===== src/design/rss_pkg.sv =====
package rss_pkg;

   localparam int ELEM_WIDTH  = 32;
   localparam int RANGE_WIDTH = 5;
   localparam int CSR_INDEX_WIDTH = 2;

   localparam logic [CSR_INDEX_WIDTH-1:0] CSR_RANGE_FIRST = 2'd0;
   localparam logic [CSR_INDEX_WIDTH-1:0] CSR_RANGE_LAST  = 2'd1;

   localparam logic [RANGE_WIDTH-1:0] RANGE_FIRST_RESET = 5'd0;
   localparam logic [RANGE_WIDTH-1:0] RANGE_LAST_RESET  = 5'd31;

   typedef enum logic [1:0] {
      PHASE_LOADING,
      PHASE_SORTING,
      PHASE_EMITTING
   } phase_type;

   // Per-cell control signals.
   typedef struct packed {
      logic write_en;
      logic shift_en;
      logic pair_en;
   } cell_ctrl_type;

endpackage


===== src/design/rss_cell.sv =====
module rss_cell (
   input  logic                              clock,
   input  rss_pkg::cell_ctrl_type            ctrl,
   input  logic [rss_pkg::ELEM_WIDTH-1:0]    write_value,
   input  logic [rss_pkg::ELEM_WIDTH-1:0]    left_value,
   input  logic [rss_pkg::ELEM_WIDTH-1:0]    right_value,
   input  logic                              left_swap,
   output logic [rss_pkg::ELEM_WIDTH-1:0]    value,
   output logic                              swap_out
);
   import rss_pkg::*;

   logic [ELEM_WIDTH-1:0] value_ff;
   logic [ELEM_WIDTH-1:0] value_in;

   // This cell is the left member of a compare pair when pair_en is set;
   // the pair swaps when the right neighbor holds the smaller value.
   assign swap_out = ctrl.pair_en && ($signed(right_value) < $signed(value_ff));
   assign value    = value_ff;

   always_comb begin
      value_in = value_ff;
      if (ctrl.write_en) begin
         value_in = write_value;
      end else if (ctrl.shift_en || swap_out) begin
         value_in = right_value;
      end else if (left_swap) begin
         value_in = left_value;
      end
   end

   always_ff @(posedge clock) begin
      value_ff <= value_in;
   end

endmodule


===== src/design/range_selection_sort_top.sv =====
// Elements are loaded one per cycle while busy is low; a transaction marked
// last starts the sort, after which busy stays high through the odd-even
// compare-exchange sweeps across the row of cells (positions range_first to
// the clamped range_last only), followed by one result per cycle for every
// loaded element, position 0 first, on rsp_strobe. The receiver cannot stall:
// each result is valid for exactly one cycle. Elements arriving once
// MAX_ELEMENTS are held are dropped.
module range_selection_sort_top #(
   parameter int MAX_ELEMENTS = 32
) (
   input  logic                                  clock,
   input  logic                                  reset,
   input  logic                                  start,
   output logic                                  busy,
   input  logic signed [rss_pkg::ELEM_WIDTH-1:0] req_element_value,
   input  logic                                  req_is_last_element,
   output logic                                  rsp_strobe,
   output logic signed [rss_pkg::ELEM_WIDTH-1:0] rsp_result_value,
   output logic                                  rsp_is_last_result,
   input  logic                                  csr_write_enable,
   input  logic [rss_pkg::CSR_INDEX_WIDTH-1:0]   csr_index,
   input  logic [rss_pkg::RANGE_WIDTH-1:0]       csr_write_data
);
   import rss_pkg::*;

   localparam int CW = $clog2(MAX_ELEMENTS + 1);
   localparam int SW = $clog2(MAX_ELEMENTS);
   localparam int HW = (CW > RANGE_WIDTH) ? CW : RANGE_WIDTH;

   phase_type            phase_ff, phase_in;
   logic [CW-1:0]        count_ff, count_in;
   logic [SW-1:0]        sweep_ff, sweep_in;
   logic [RANGE_WIDTH-1:0] range_first_ff, range_last_ff;

   logic                 accept;
   logic [HW-1:0]        lo, hi, count_m1, last_ext;

   cell_ctrl_type        ctrl   [MAX_ELEMENTS];
   logic [ELEM_WIDTH-1:0] values [MAX_ELEMENTS];
   logic                 swaps  [MAX_ELEMENTS];

   assign accept = start && !busy;

   // Configuration registers.
   always_ff @(posedge clock) begin
      if (reset) begin
         range_first_ff <= RANGE_FIRST_RESET;
         range_last_ff  <= RANGE_LAST_RESET;
      end else if (csr_write_enable) begin
         case (csr_index)
            CSR_RANGE_FIRST: range_first_ff <= csr_write_data;
            CSR_RANGE_LAST:  range_last_ff  <= csr_write_data;
            default: ;
         endcase
      end
   end

   // Clamp the range end to the last loaded position.
   assign lo       = HW'(range_first_ff);
   assign last_ext = HW'(range_last_ff);
   assign count_m1 = HW'(count_ff) - HW'(1);
   assign hi       = (last_ext > count_m1) ? count_m1 : last_ext;

   always_ff @(posedge clock) begin
      if (reset) begin
         phase_ff <= PHASE_LOADING;
         count_ff <= '0;
         sweep_ff <= '0;
      end else begin
         phase_ff <= phase_in;
         count_ff <= count_in;
         sweep_ff <= sweep_in;
      end
   end

   always_comb begin
      phase_in           = phase_ff;
      count_in           = count_ff;
      sweep_in           = sweep_ff;
      busy               = 1'b1;
      rsp_strobe         = 1'b0;
      rsp_is_last_result = 1'b0;
      case (phase_ff)
         PHASE_LOADING: begin
            busy = 1'b0;
            if (start) begin
               if (count_ff < CW'(MAX_ELEMENTS)) begin
                  count_in = count_ff + CW'(1);
               end
               if (req_is_last_element) begin
                  phase_in = PHASE_SORTING;
                  sweep_in = '0;
               end
            end
         end
         PHASE_SORTING: begin
            sweep_in = sweep_ff + SW'(1);
            if (sweep_ff == SW'(MAX_ELEMENTS - 1)) begin
               phase_in = PHASE_EMITTING;
            end
         end
         PHASE_EMITTING: begin
            rsp_strobe         = 1'b1;
            rsp_is_last_result = (count_ff == CW'(1));
            count_in           = count_ff - CW'(1);
            if (count_ff == CW'(1)) begin
               phase_in = PHASE_LOADING;
            end
         end
         default: begin
            phase_in = PHASE_LOADING;
         end
      endcase
   end

   assign rsp_result_value = values[0];

   genvar i;
   generate
      for (i = 0; i < MAX_ELEMENTS; i++) begin : g_cell
         logic [ELEM_WIDTH-1:0] left_v, right_v;
         logic                  left_s;

         assign ctrl[i].write_en = accept && (count_ff == CW'(i));
         assign ctrl[i].shift_en = (phase_ff == PHASE_EMITTING);

         if (i == MAX_ELEMENTS - 1) begin : g_end
            assign ctrl[i].pair_en = 1'b0;
            assign right_v         = values[i];
         end else begin : g_mid
            // Pairs alternate between even and odd left positions each sweep.
            assign ctrl[i].pair_en = (phase_ff == PHASE_SORTING)
                                     && (sweep_ff[0] == 1'(i % 2))
                                     && (HW'(i) >= lo) && (HW'(i) < hi);
            assign right_v         = values[i+1];
         end

         if (i == 0) begin : g_first
            assign left_v = values[i];
            assign left_s = 1'b0;
         end else begin : g_rest
            assign left_v = values[i-1];
            assign left_s = swaps[i-1];
         end

         rss_cell u_cell (
            .clock       (clock),
            .ctrl        (ctrl[i]),
            .write_value (req_element_value),
            .left_value  (left_v),
            .right_value (right_v),
            .left_swap   (left_s),
            .value       (values[i]),
            .swap_out    (swaps[i])
         );
      end
   endgenerate

   a_strobe_busy: assert property (@(posedge clock) disable iff (reset)
      rsp_strobe |-> busy)
      else $error("result strobe while idle");

   a_last_starts_sort: assert property (@(posedge clock) disable iff (reset)
      (accept && req_is_last_element) |=> (busy && !rsp_strobe))
      else $error("last element did not start the sort");

   a_idle_after_last: assert property (@(posedge clock) disable iff (reset)
      (rsp_strobe && rsp_is_last_result) |=> !busy)
      else $error("block stayed busy after the final result");

   a_flag_with_strobe: assert property (@(posedge clock) disable iff (reset)
      rsp_is_last_result |-> rsp_strobe)
      else $error("last flag without strobe");

endmodule

===== config.mk =====
export PLATFORM = sky130hd
export DESIGN_NAME = range_selection_sort_top
export DESIGN_NICKNAME = d
export VERILOG_FILES = /design/src/design/rss_pkg.sv /design/src/design/rss_cell.sv /design/src/design/range_selection_sort_top.sv
export SDC_FILE = /design/constraint.sdc
export NUM_CORES = 2
export LEC_CHECK = 0
export BUFFER_PORTS_ARGS = -buffer_cell sky130_fd_sc_hd__buf_4
export CAP_MARGIN = 20
export CORE_AREA = 2 2 378 380
export DETAILED_ROUTE_END_ITERATION = 8
export DIE_AREA = 0 0 380 382
export PLACE_DENSITY = 0.75
export SKIP_CTS_REPAIR_TIMING = 1
export SLEW_MARGIN = 10
export SYNTH_ARGS = -nofsm -noshare
export SYNTH_HDL_FRONTEND = slang
export SYNTH_SLANG_ARGS = --single-unit

===== constraint.sdc =====
create_clock -name clock -period 7.5 [get_ports clock]
set_clock_uncertainty 0.05 [all_clocks]
set_input_delay 1.5 -clock clock [delete_from_list [all_inputs] [get_ports clock]]
set_output_delay 1.5 -clock clock [all_outputs]
set_load 0.005 [all_outputs]

==> results by group <==
Run status
  – Run status: complete, no violations

Placed design
  – GPL Wtd Cong: 0.9474
  – Post-Place Worst Slack: 0.9940 ns
  – I/O Buffers: 78
  – Hpwl dp: 187.4 mm

Logic synthesis
  – Synth Cell Area: 82960 um2
  – Area share of and/or/nand/nor cells after synthesis: about 12%
  – Number of synthesized flops with an enable pin: 1024
  – Mapped Avg Cell Area: slightly above 9 um2
  – Asr flop ratio synth: 0%
  – Adder-Cell Fraction of Synth Area: 14.67%
  – Synth Register Bits: 1047
  – Top FF cell, synth: edfxtp_1
  – Top cell type's share of synthesized area: between 30% and 40%
  – Syn Inst Count: 9038
  – Post-synthesis mux area share: 7.292%
  – Netlist cell types: 92
  – Synth area leader: edfxtp_1
  – Yosys warning count: 0
  – Synth Area in XOR/XNOR: less than 1%
  – Top cells by area, synth: edfxtp_1, ha_1, mux2i_1, inv_1, nor2_1
  – Largest family of logic cells by synthesized area: compound AO/OA/AOI/OAI gates
  – Register area share after synthesis: between 30% and 40%
  – Post-synthesis compound-gate area fraction: 20.77%
  – Synth Net Count: 10.06k

GRT
  – Met1 Track Usage GR: 43.96%
  – GR peak layer: met2
  – GR Overflow Total: 0
  – Largest net degree at the start of global routing: 141
  – Global-route wire length before repair: 405.5 mm
  – Routing usage on met2: between 50% and 60%
  – Met3 GRT Util: 7.827%
  – Vias in the first global route: 69.24k
  – Antenna violations before repair: 3
  – Tot GR Track Use: 35.49%

Pwr
  – Power per cell area: 175.4 nW/um2
  – Max VDD drop: 190.8 uV
  – Pleak: roughly 38 nW

Timing
  – Fmax: approximately 150 MHz
  – Max-slew violations: 0
  – Final setup vio count: 0
  – Period Utilization, post-route: 89.21%
  – Tmin final: between 6 and 7 ns
  – TNS Setup: 0 ns
  – RSZ-0062 raised after global routing: false
  – Max-slew headroom: 24.25%
  – Hold Fails Final Rpt: 0
  – Final setup margin: roughly 0.81 ns
  – Worst-Margin Slew: 1.108 ns

Floorplanning
  – Die area: 145200 um2
  – Initial core utilization: around three fifths
  – Io pins: 79
  – Row Count: 138
  – Die X: 380 um
  – Core area: 140900 um2
  – Die Span Y: 382 um

Clock tree
  – CTS tree: done
  – Clk buf depth: 3
  – Total CTS buffers: 120
  – Clk_lat worst skew: 0.78 ns
  – Clk pin slew, worst setup/hold paths: approximately 0.060 ns
  – H-tree depth: 3
  – Clock root buffer: clkbuf_16
  – Sink Count: about 1.0k

Finish
  – Area occupied by multi-input gates: around 46000 um2
  – FILL cells: 11.40k
  – FF+latch area: ~31000 um2
  – Commonest non-fill, non-tap cell in the layout: edfxtp_1
  – Layout cell share with drive strength beyond 1: 9.061%
  – Most frequent cells in the layout: edfxtp_1, inv_1, ha_1
  – Layout area overhead: 6.950%
  – Fin nets: 9781

Worst setup path
  – Critical Path AT: 7.02 ns
  – Crit end category: flip-flop
  – Cell Chain, Critical Path: inv_1, ha_1, nor3b_1, xnor2_1, inv_1, ha_1, and2_1, nand4_1, and3_1, nand2_2, a21oi_1, nand3_2, or2_2, or3b_2
  – Critical Path Source Type: flip-flop
  – CP max FO: 41
  – Worst path slowest cell: or3b_2
  – Crit-path max cell delay: 0.76 ns
  – CP Class: reg2reg
  – Worst EP required: 7.83 ns

Routing
  – DRT iter0 DRCs: 8674
  – DRC viols: 0
  – Post-DR wirelength/cell: 24.82 um
  – Final wirelength: ~270 mm
  – Initial DRT Pass Iterations: 9
  – Via density: 6.705
  – Via count: 72.10k
  – DRT antenna net count: 0

Run
  – Maxcap violations: 0

Hold path
  – Min-delay worst type: reg2reg
[layout make-up]
class	count	area share, %
Multi-Input combinational cell	6393	51.72
Tap cell	1890	2.665
Timing Repair Buffer	202	1.876
Sequential cell	1047	35.17
Clock buffer	152	3.589
Clock inverter	68	0.7276
Antenna cell	2	0.005641
Inverter	1000	4.239
[metal layers]
metal / part of all wire (%) / up-vias
li1: - / 32900
met1: 37 / 34220
met2: 46 / 4005
met3: 10 / 973
met4: 6.0 / 2
met5: 0.0052 / -
[cell families (layout without fill, tap and decap cells)]
kind of cell    count (synthesis)  in the layout
flops                        1047           1047
simple gates                 2255           2255
other cells                     0              2
fa+ha+maj                     973            973
buf+inv                      1598           1422
xor+xnor                       11             11
compound gates               2566           2566
mux                           588            588
[synth_stat cells, types with 21 or more instances]
master	number
buf_4	28
a22o_1	32
o211ai_1	31
buf_1	21
nand4_1	166
o311ai_0	34
o22ai_1	196
a211oi_1	78
nor2b_1	36
ha_1	973
nand3_1	73
a31oi_1	149
dfxtp_1	23
buf_2	53
mux2_2	131
clkbuf_1	487
nor3_1	231
a311oi_1	37
o221ai_1	47
nand2b_1	42
o2111ai_1	21
a21o_1	254
a2111oi_0	66
o221a_2	193
a21oi_1	616
o21ai_0	521
inv_1	998
mux2i_1	457
nand2_1	709
o21a_1	28
nor2_1	849
o21ai_1	94
a221o_1	38
edfxtp_1	1024
[worst paths after layout]
| path | start | endpoint | slack (ns) | cells after the start |
|---|---|---|---|---|
| max | count_ff[0]$_SDFFE_PP0P_ | g_cell[21].u_cell.value[12]$_DFFE_PP_ | 0.81 | 14 |
| min | sweep_ff[4]$_SDFFE_PP0P_ | sweep_ff[4]$_SDFFE_PP0P_ | 0.46 | 2 |
| max reg2reg | count_ff[0]$_SDFFE_PP0P_ | g_cell[21].u_cell.value[12]$_DFFE_PP_ | 0.81 | 14 |
| min reg2reg | sweep_ff[4]$_SDFFE_PP0P_ | sweep_ff[4]$_SDFFE_PP0P_ | 0.46 | 2 |
[state kept, by name, indices dropped and copies added (netlist names)]
name	count
count_ff	6
g_cell.u_cell.value	1024
phase_ff	2
range_first_ff	5
range_last_ff	5
sweep_ff	5
[power breakdown]
group	switching (mW)	internal, mW
Sequential	0.384	6.78
Combinational	1.50	0.967
Clock	2.57	3.36
[through the flow]
step	hold WS [ns]	std cells	power (mW)	utilization, %	instance area [um2]
after floorplan	0.3819	9038	8.786	-	82960
after global placement	0.4027	10520	9.514	60.13	84720
after detailed placement	0.4205	10530	9.646	60.14	84740
after CTS	0.4306	10750	15.49	62.86	88570
after global routing	0.4676	10750	16.02	62.97	88720
final	0.4641	10750	15.56	62.97	88730
[critical path: cells and delay by family (launching register included)]
family	cells	cell delay (ns)
xor gates and xnor gates	1	0.57
buffers and inverters	2	0.57
DFF	1	0.53
AOI/OAI and AO/OA	1	0.25
and+or+nand+nor	8	3.50
adders and majority gates	2	0.76
Power figures use the tool's default switching activity.
